===== src/rtl/mtug_pkg.sv =====
package mtug_pkg;

	localparam int unsigned WORD_W      = 32;
	localparam int unsigned IDX_W       = 10;
	localparam int unsigned STATE_WORDS = 624;
	localparam int unsigned SHIFT_OFF   = 397;

	localparam logic [IDX_W-1:0] LAST_IDX  = IDX_W'(STATE_WORDS - 1);
	localparam logic [IDX_W-1:0] SHIFT_IDX = IDX_W'(SHIFT_OFF);
	localparam logic [IDX_W-1:0] WRAP_IDX  = IDX_W'(STATE_WORDS - SHIFT_OFF);
	localparam logic [IDX_W-1:0] MAX_TRIES = IDX_W'(STATE_WORDS);

	localparam logic [WORD_W-1:0] DEFAULT_SEED = 32'd4357;
	localparam logic [WORD_W-1:0] LCG_MUL      = 32'd69069;
	localparam logic [WORD_W-1:0] TWIST_CONST  = 32'h9908b0df;
	localparam logic [WORD_W-1:0] TEMPER_B     = 32'h9d2c5680;
	localparam logic [WORD_W-1:0] TEMPER_C     = 32'hefc60000;

	// Command queue between the front and back parts.
	localparam int unsigned QDEPTH = 2;
	localparam int unsigned QPTR_W = 1;
	localparam int unsigned QCNT_W = 2;

	typedef struct packed {
		logic              do_seed;
		logic [WORD_W-1:0] seed;
	} cmd_t;

	typedef struct packed {
		logic full;
		logic empty;
	} qstat_t;

	function automatic logic [WORD_W-1:0] lcg_next(input logic [WORD_W-1:0] s);
		logic [WORD_W-1:0] prod;
		prod = s * LCG_MUL;
		return prod + 32'd1;
	endfunction

	// New word from the top bit of word k, the low bits of word k+1 and word k+397.
	function automatic logic [WORD_W-1:0] twist_word(input logic [WORD_W-1:0] cur,
		input logic [WORD_W-1:0] nxt, input logic [WORD_W-1:0] far);
		logic [WORD_W-1:0] y;
		y = {cur[WORD_W-1], nxt[WORD_W-2:0]};
		return far ^ (y >> 1) ^ (y[0] ? TWIST_CONST : '0);
	endfunction

	function automatic logic [WORD_W-1:0] temper(input logic [WORD_W-1:0] w);
		logic [WORD_W-1:0] y;
		y = w ^ (w >> 11);
		y = y ^ ((y << 7) & TEMPER_B);
		y = y ^ ((y << 15) & TEMPER_C);
		y = y ^ (y >> 18);
		return y;
	endfunction

endpackage


===== src/rtl/mtug_fifo.sv =====
module mtug_fifo (
	input  logic             clk,
	input  logic             arst_n,
	input  logic             push,
	input  mtug_pkg::cmd_t   push_cmd,
	input  logic             pop,
	output mtug_pkg::cmd_t   pop_cmd,
	output mtug_pkg::qstat_t qstat
);

	mtug_pkg::cmd_t                  slot_q [mtug_pkg::QDEPTH];
	logic [mtug_pkg::QPTR_W-1:0]     wr_ptr_q;
	logic [mtug_pkg::QPTR_W-1:0]     rd_ptr_q;
	logic [mtug_pkg::QCNT_W-1:0]     count_q;

	assign qstat.full  = (count_q == mtug_pkg::QCNT_W'(mtug_pkg::QDEPTH));
	assign qstat.empty = (count_q == '0);
	assign pop_cmd     = slot_q[rd_ptr_q];

	always_ff @(posedge clk) begin
		if (push) begin
			slot_q[wr_ptr_q] <= push_cmd;
		end
	end

	always_ff @(posedge clk or negedge arst_n) begin
		if (!arst_n) begin
			wr_ptr_q <= '0;
			rd_ptr_q <= '0;
			count_q  <= '0;
		end else begin
			if (push) begin
				wr_ptr_q <= wr_ptr_q + 1'b1;
			end
			if (pop) begin
				rd_ptr_q <= rd_ptr_q + 1'b1;
			end
			case ({push, pop})
				2'b10:   count_q <= count_q + 1'b1;
				2'b01:   count_q <= count_q - 1'b1;
				default: count_q <= count_q;
			endcase
		end
	end

endmodule


===== config.mk =====
export PLATFORM = sky130hd
export DESIGN_NAME = mtug_fifo
export DESIGN_NICKNAME = d
export VERILOG_FILES = /design/src/rtl/mtug_pkg.sv /design/src/rtl/mtug_fifo.sv
export SDC_FILE = /design/constraint.sdc
export NUM_CORES = 1
export LEC_CHECK = 0
export BUFFER_PORTS_ARGS = -buffer_cell sky130_fd_sc_hd__buf_2
export CAP_MARGIN = 20
export CORE_MARGIN = 2
export CORE_UTILIZATION = 52
export CTS_CLUSTER_DIAMETER = 200
export CTS_CLUSTER_SIZE = 14
export DETAILED_ROUTE_END_ITERATION = 8
export PLACE_DENSITY = 0.78
export SETUP_SLACK_MARGIN = 0.1
export SLEW_MARGIN = 20
export SYNTH_ARGS = -nofsm -noshare
export SYNTH_HDL_FRONTEND = slang
export SYNTH_SLANG_ARGS = --single-unit

===== constraint.sdc =====
create_clock -name clk -period 3.1 [get_ports clk]
set_input_delay 0.31 -clock clk [delete_from_list [all_inputs] [get_ports clk]]
set_output_delay 0.31 -clock clk [all_outputs]
set_load 0.005 [all_outputs]

* After elaboration in Yosys (flattened, before gate mapping)
Memory sizes are Yosys's and may differ from the RTL's.
Cells that the tools add are included.
** Storage, ports and cells
- Input bits :: 37
- Flip-flop bits (word level) :: 4
- Latch bits :: 0
- Bits in read-only memories :: 0
- Memories :: 1
- Word-level logic and storage cells :: 16
- Output and inout bits :: 35
- RAM bits :: 66
** Memory list
- slot_q :: words 2, bits a word 33, rd ports 1, clocked after Yosys merged registers in 0, write ports 1, line mtug_fifo.sv:11 : mtug_pkg::cmd_t slot_q [mtug_pkg::QDEPTH];
** Cells by class
- Add/subtract/negate cells :: 4
- $lt $le $gt $ge :: 0
- Shifts and indexed selects :: 0
- Mux-type cells :: 3
- Equal/unequal tests :: 3
- Reduce and logical (&&, ||, !) cells :: 2
- Divide/modulo/power cells :: 0
- Bitwise gates (word level) :: 0
- $mul :: 0
** Operator list (count)
- == test 2 bit (second input constant) :: 2
- one-hot mux 2 bit (2 select lines) :: 1
- adder 1 bit (second input constant) :: 2
- adder 2 x 1 -> 2 bit (second input constant) :: 1
- == test 2 x 1 -> 1 bit (second input constant) :: 1
- zero test 2 bit :: 1
- 2-to-1 mux 1 bit :: 2
- nonzero test 2 bit :: 1
- subtractor 2 x 1 -> 2 bit (second input constant) :: 1

* Longest topological paths before layout
- Depth after elaboration :: 2
- Depth in mapped cells :: 5
- Gate-level depth less buffers :: 5

* Worst setup path before layout
No wires, ideal clock.
- Path kind :: register -> register
- Start point :: reg wr_ptr_q
- End point :: mem slot_q[0][0] (netlist name), enable pin
- Path buffers :: 0
- Slack :: 876 ps
- Period minus slack after synthesis :: 2224 ps
- Setup time :: 424 ps
- Cell stages (with the launch flop) :: 2
- Required time :: 2676 ps
- Arrival :: 1800 ps
- Path through :: dfrtp_1 > nor2_1
** RTL lines
- start: declaration :: line mtug_fifo.sv:12 : logic [mtug_pkg::QPTR_W-1:0] wr_ptr_q;
- start signal: assignment :: line mtug_fifo.sv:33 : wr_ptr_q <= wr_ptr_q + 1'b1;
- end: declaration :: line mtug_fifo.sv:11
Straight into the memory's write port.

==> metrics.json <==
{
  "outcome": "complete, no violations",
  "synth-edff-count": 66,
  "netlist_area_um2": 2720,
  "yosys_most_used_dff": "edfxtp_1",
  "pwr_density_cell_nw_per_um2": 882,
  "tritoncts_num_sinks": 70,
  "route.detailed.wl_per_inst_um": 15.3,
  "numPlacedInstances": 259,
  "clkTransAtPathRegs_ns": 0.07,
  "drtPass1Iterations": 4,
  "die_outline_area_um2": 5820,
  "yosys.area.top_type": "edfxtp_1",
  "route.final.wire_length_um": 4210,
  "pwr-share-comb_pct": 27.2,
  "route.detailed.drc": 0,
  "tightestPinTransition_ns": 0.962,
  "area_fraction_of_the_dominant_cell_type_after_synthesis_pct": 72.9,
  "antenna_left": 0,
  "clock_insertion_delay_at_the_later_pin_of_the_skew_report_ns": 0.34,
  "worstHoldPathType": "input port to flop",
  "chipWidth_um": 76.3,
  "setup.worst_path.start_class": "flop",
  "path_buf_inv": 2,
  "antenna_found_initial": 0,
  "hold_viol": 0,
  "p_int_mw": 2.19,
  "worst_vdd_rail_ir_drop_uv": 493,
  "initialDrtViolationCount": 78,
  "setup-tns-final_ns": 0,
  "synth_cells": 119,
  "tritoncts.num_buffers": 9,
  "cts_tree": "done",
  "p_leak_nw": 1.37,
  "seq_area_frac_synth_pct": 76.6,
  "cts-root-buf": "clkbuf_8",
  "std_cell_rows": 26,
  "grt_first_pass_wirelength_um": 6510,
  "cp_top_delay_family": "flip-flops",
  "worst-path-max-fanout": 18,
  "core_region_area_um2": 5070,
  "yosys-top-cells-area": "edfxtp_1, mux2_4, dfrtp_1",
  "asyncSetResetFlopFracSynth_pct": 5.71,
  "final_area_um2": 3340,
  "setup_violations": 0,
  "power.sequential.fraction_pct": 46.8,
  "rr_startpoint": "wr_ptr_q$_DFFE_PN0P_",
  "crit_cells": 3,
  "floorplan.initialDensity_pct": 53.6,
  "yosysWarnings": 0,
  "crit-reg2reg-capture": "slot_q[0][18]$_DFFE_PP_",
  "synth_common_cells": "edfxtp_1, mux2_4, dfrtp_1, mux2_2",
  "rsz0062_at_grt": "false",
  "cap_viol_max_count": 0,
  "worstHoldEndpoint": "slot_q[1][6]$_DFFE_PP_",
  "clock_path_buffers": 2,
  "criticalPathCategory": "flop to primary output",
  "syn-mean-instance-area_um2": 22.8,
  "vias_per_cell": 4.78,
  "port-buffer-count": 71,
  "synth_most_common_cell": "edfxtp_1",
  "synthesis.nets": 157,
  "post_cts.resized_instances": 0,
  "min_period_over_period_pct": 71.2,
  "p_sw_share_pct": 25.8,
  "ant_cells": 0,
  "netSwitchingPower_uw": 760,
  "fin_nets": 239,
  "grt_remaining_overflow": 0,
  "power.total_mw": 2.95,
  "detailroute.via_count": 1318,
  "io_pins": 72,
  "hold_path.startpoint": "push_cmd[6]",
  "drive_gt1_share_pct": 59.7,
  "fin_clk_skew_ns": 0.00698,
  "groute.usage.overall_pct": 14.9,
  "maxClockFrequency_mhz": 453,
  "cp_data_arrival_time_ns": 1.90,
  "worstPathRequired_ns": 2.79,
  "postSynthRegisterBits": 70,
  "crit_path_cell_trace": "buf_4 -> mux2_4 -> buf_2",
  "finalNonFillerCells": 276,
  "grt_pass1_vias": 1373,
  "final_period_minus_worst_setup_slack_ns": 2.21,
  "drv_slew": 0,
  "unique_cell_type_count_in_the_yosys_netlist": 13,
  "critPathMaxStageDelay_ns": 0.68,
  "dieHeight_um": 76.3,
  "slew-limit-headroom_pct": 35.7,
  "r2r_setup_slack_ns": 1.51,
  "timing.final.ws_setup_ns": 0.892,
  "clock_tree.htree_level_count": 3,
  "area_growth_pct": 23.0,
  "worstRegToRegCells": 1,
  "fill_cell_instance_count_of_the_final_layout": 375,
  "cts_hold_buf": 1,
  "worst_path_max_delay_cell": "dfrtp_2",
  "post-place-ws_ns": 1.22,
  "place.gp.congestion": 0.687,
  "grt_max_degree": 34,
  "timing.hold.worst_path_depth": 1,
  "cts_post_setup_buffers_inserted": 0,
  "clock_power_share_pct": 26.0,
  "cp-end-kind": "primary output",
  "placed_area_um2": 3120
}
==> metal layers <==
metal	routed length (um)	share of wire, %	global-route usage [%]
met1	1580	37	16.0
met2	2270	54	26.2
met4	74	1.8	7.09
met5	0	0	0
met3	283	6.7	5.09
==> kinds of logic (layout without fill, tap and decap cells) <==
group,after synthesis,after routing,synth area share (%)
buf+inv,5,92,2.76
simple gates,5,5,0.875
xor+xnor,5,5,1.61
mux,33,33,17.7
flops,70,70,76.6
fa+ha+maj,1,1,0.460
==> cells in the final DEF (no fill, tap or decap) <==
cell type and count:
ha_1 1, clkbuf_8 9, clkinv_1 2, dfrtp_1 3
clkinv_2 1, mux2_4 29, nor2_4 1, edfxtp_1 66
clkinvlp_4 1, bufinv_16 2, mux2_2 4, xor2_1 3
buf_2 71, nor2b_1 1, and2_1 1, nor2_1 2
clkinv_4 1, inv_1 1, buf_4 3, xnor2_1 2
dfrtp_2 1, dlygate4sd3_1 1
==> cell type report <==
type,count,area (um2),share of cell area [%]
inverters,1,3.75,0.112
multi-input cells,44,568,17.0
well taps,70,87.6,2.62
repair buffers,75,388,11.6
flip-flops and latches,70,2080,62.3
clock inverters,7,88.8,2.66
clock buffers,9,124,3.71
==> worst max path at each step <==
stage | from | end | slack (ns)
after floorplan | wr_ptr_q$_DFFE_PN0P_ | slot_q[0][0]$_DFFE_PP_ | 0.88
after global placement | rd_ptr_q$_DFFE_PN0P_ | pop_cmd[1] | 1.26
after detailed placement | rd_ptr_q$_DFFE_PN0P_ | pop_cmd[1] | 1.22
after CTS | rd_ptr_q$_DFFE_PN0P_ | pop_cmd[14] | 0.85
after global routing | rd_ptr_q$_DFFE_PN0P_ | pop_cmd[16] | 0.80
final | rd_ptr_q$_DFFE_PN0P_ | pop_cmd[14] | 0.89
==> state kept, by name, summed over array words and instances (netlist names) <==
register / flops
slot_q: 66
count_q: 2
wr_ptr_q: 1
rd_ptr_q: 1
==> power groups by stage <==
stage	Combinational (mW)	Clock, mW	Sequential (mW)
after floorplan	0.661	0	1.33
after global placement	0.795	0	1.39
after detailed placement	0.811	0	1.41
after CTS	0.819	0.778	1.39
after global routing	0.866	0.821	1.40
final	0.801	0.766	1.38
==> stage by stage <==
step | hold WS, ns | utilization [%]
after floorplan | 0.0144 | -
after global placement | 0.120 | 61.5
after detailed placement | 0.125 | 61.5
after CTS | 0.147 | 65.9
after global routing | 0.147 | 65.9
final | 0.159 | 65.9
Note: power is estimated with default switching activity, not from simulation.
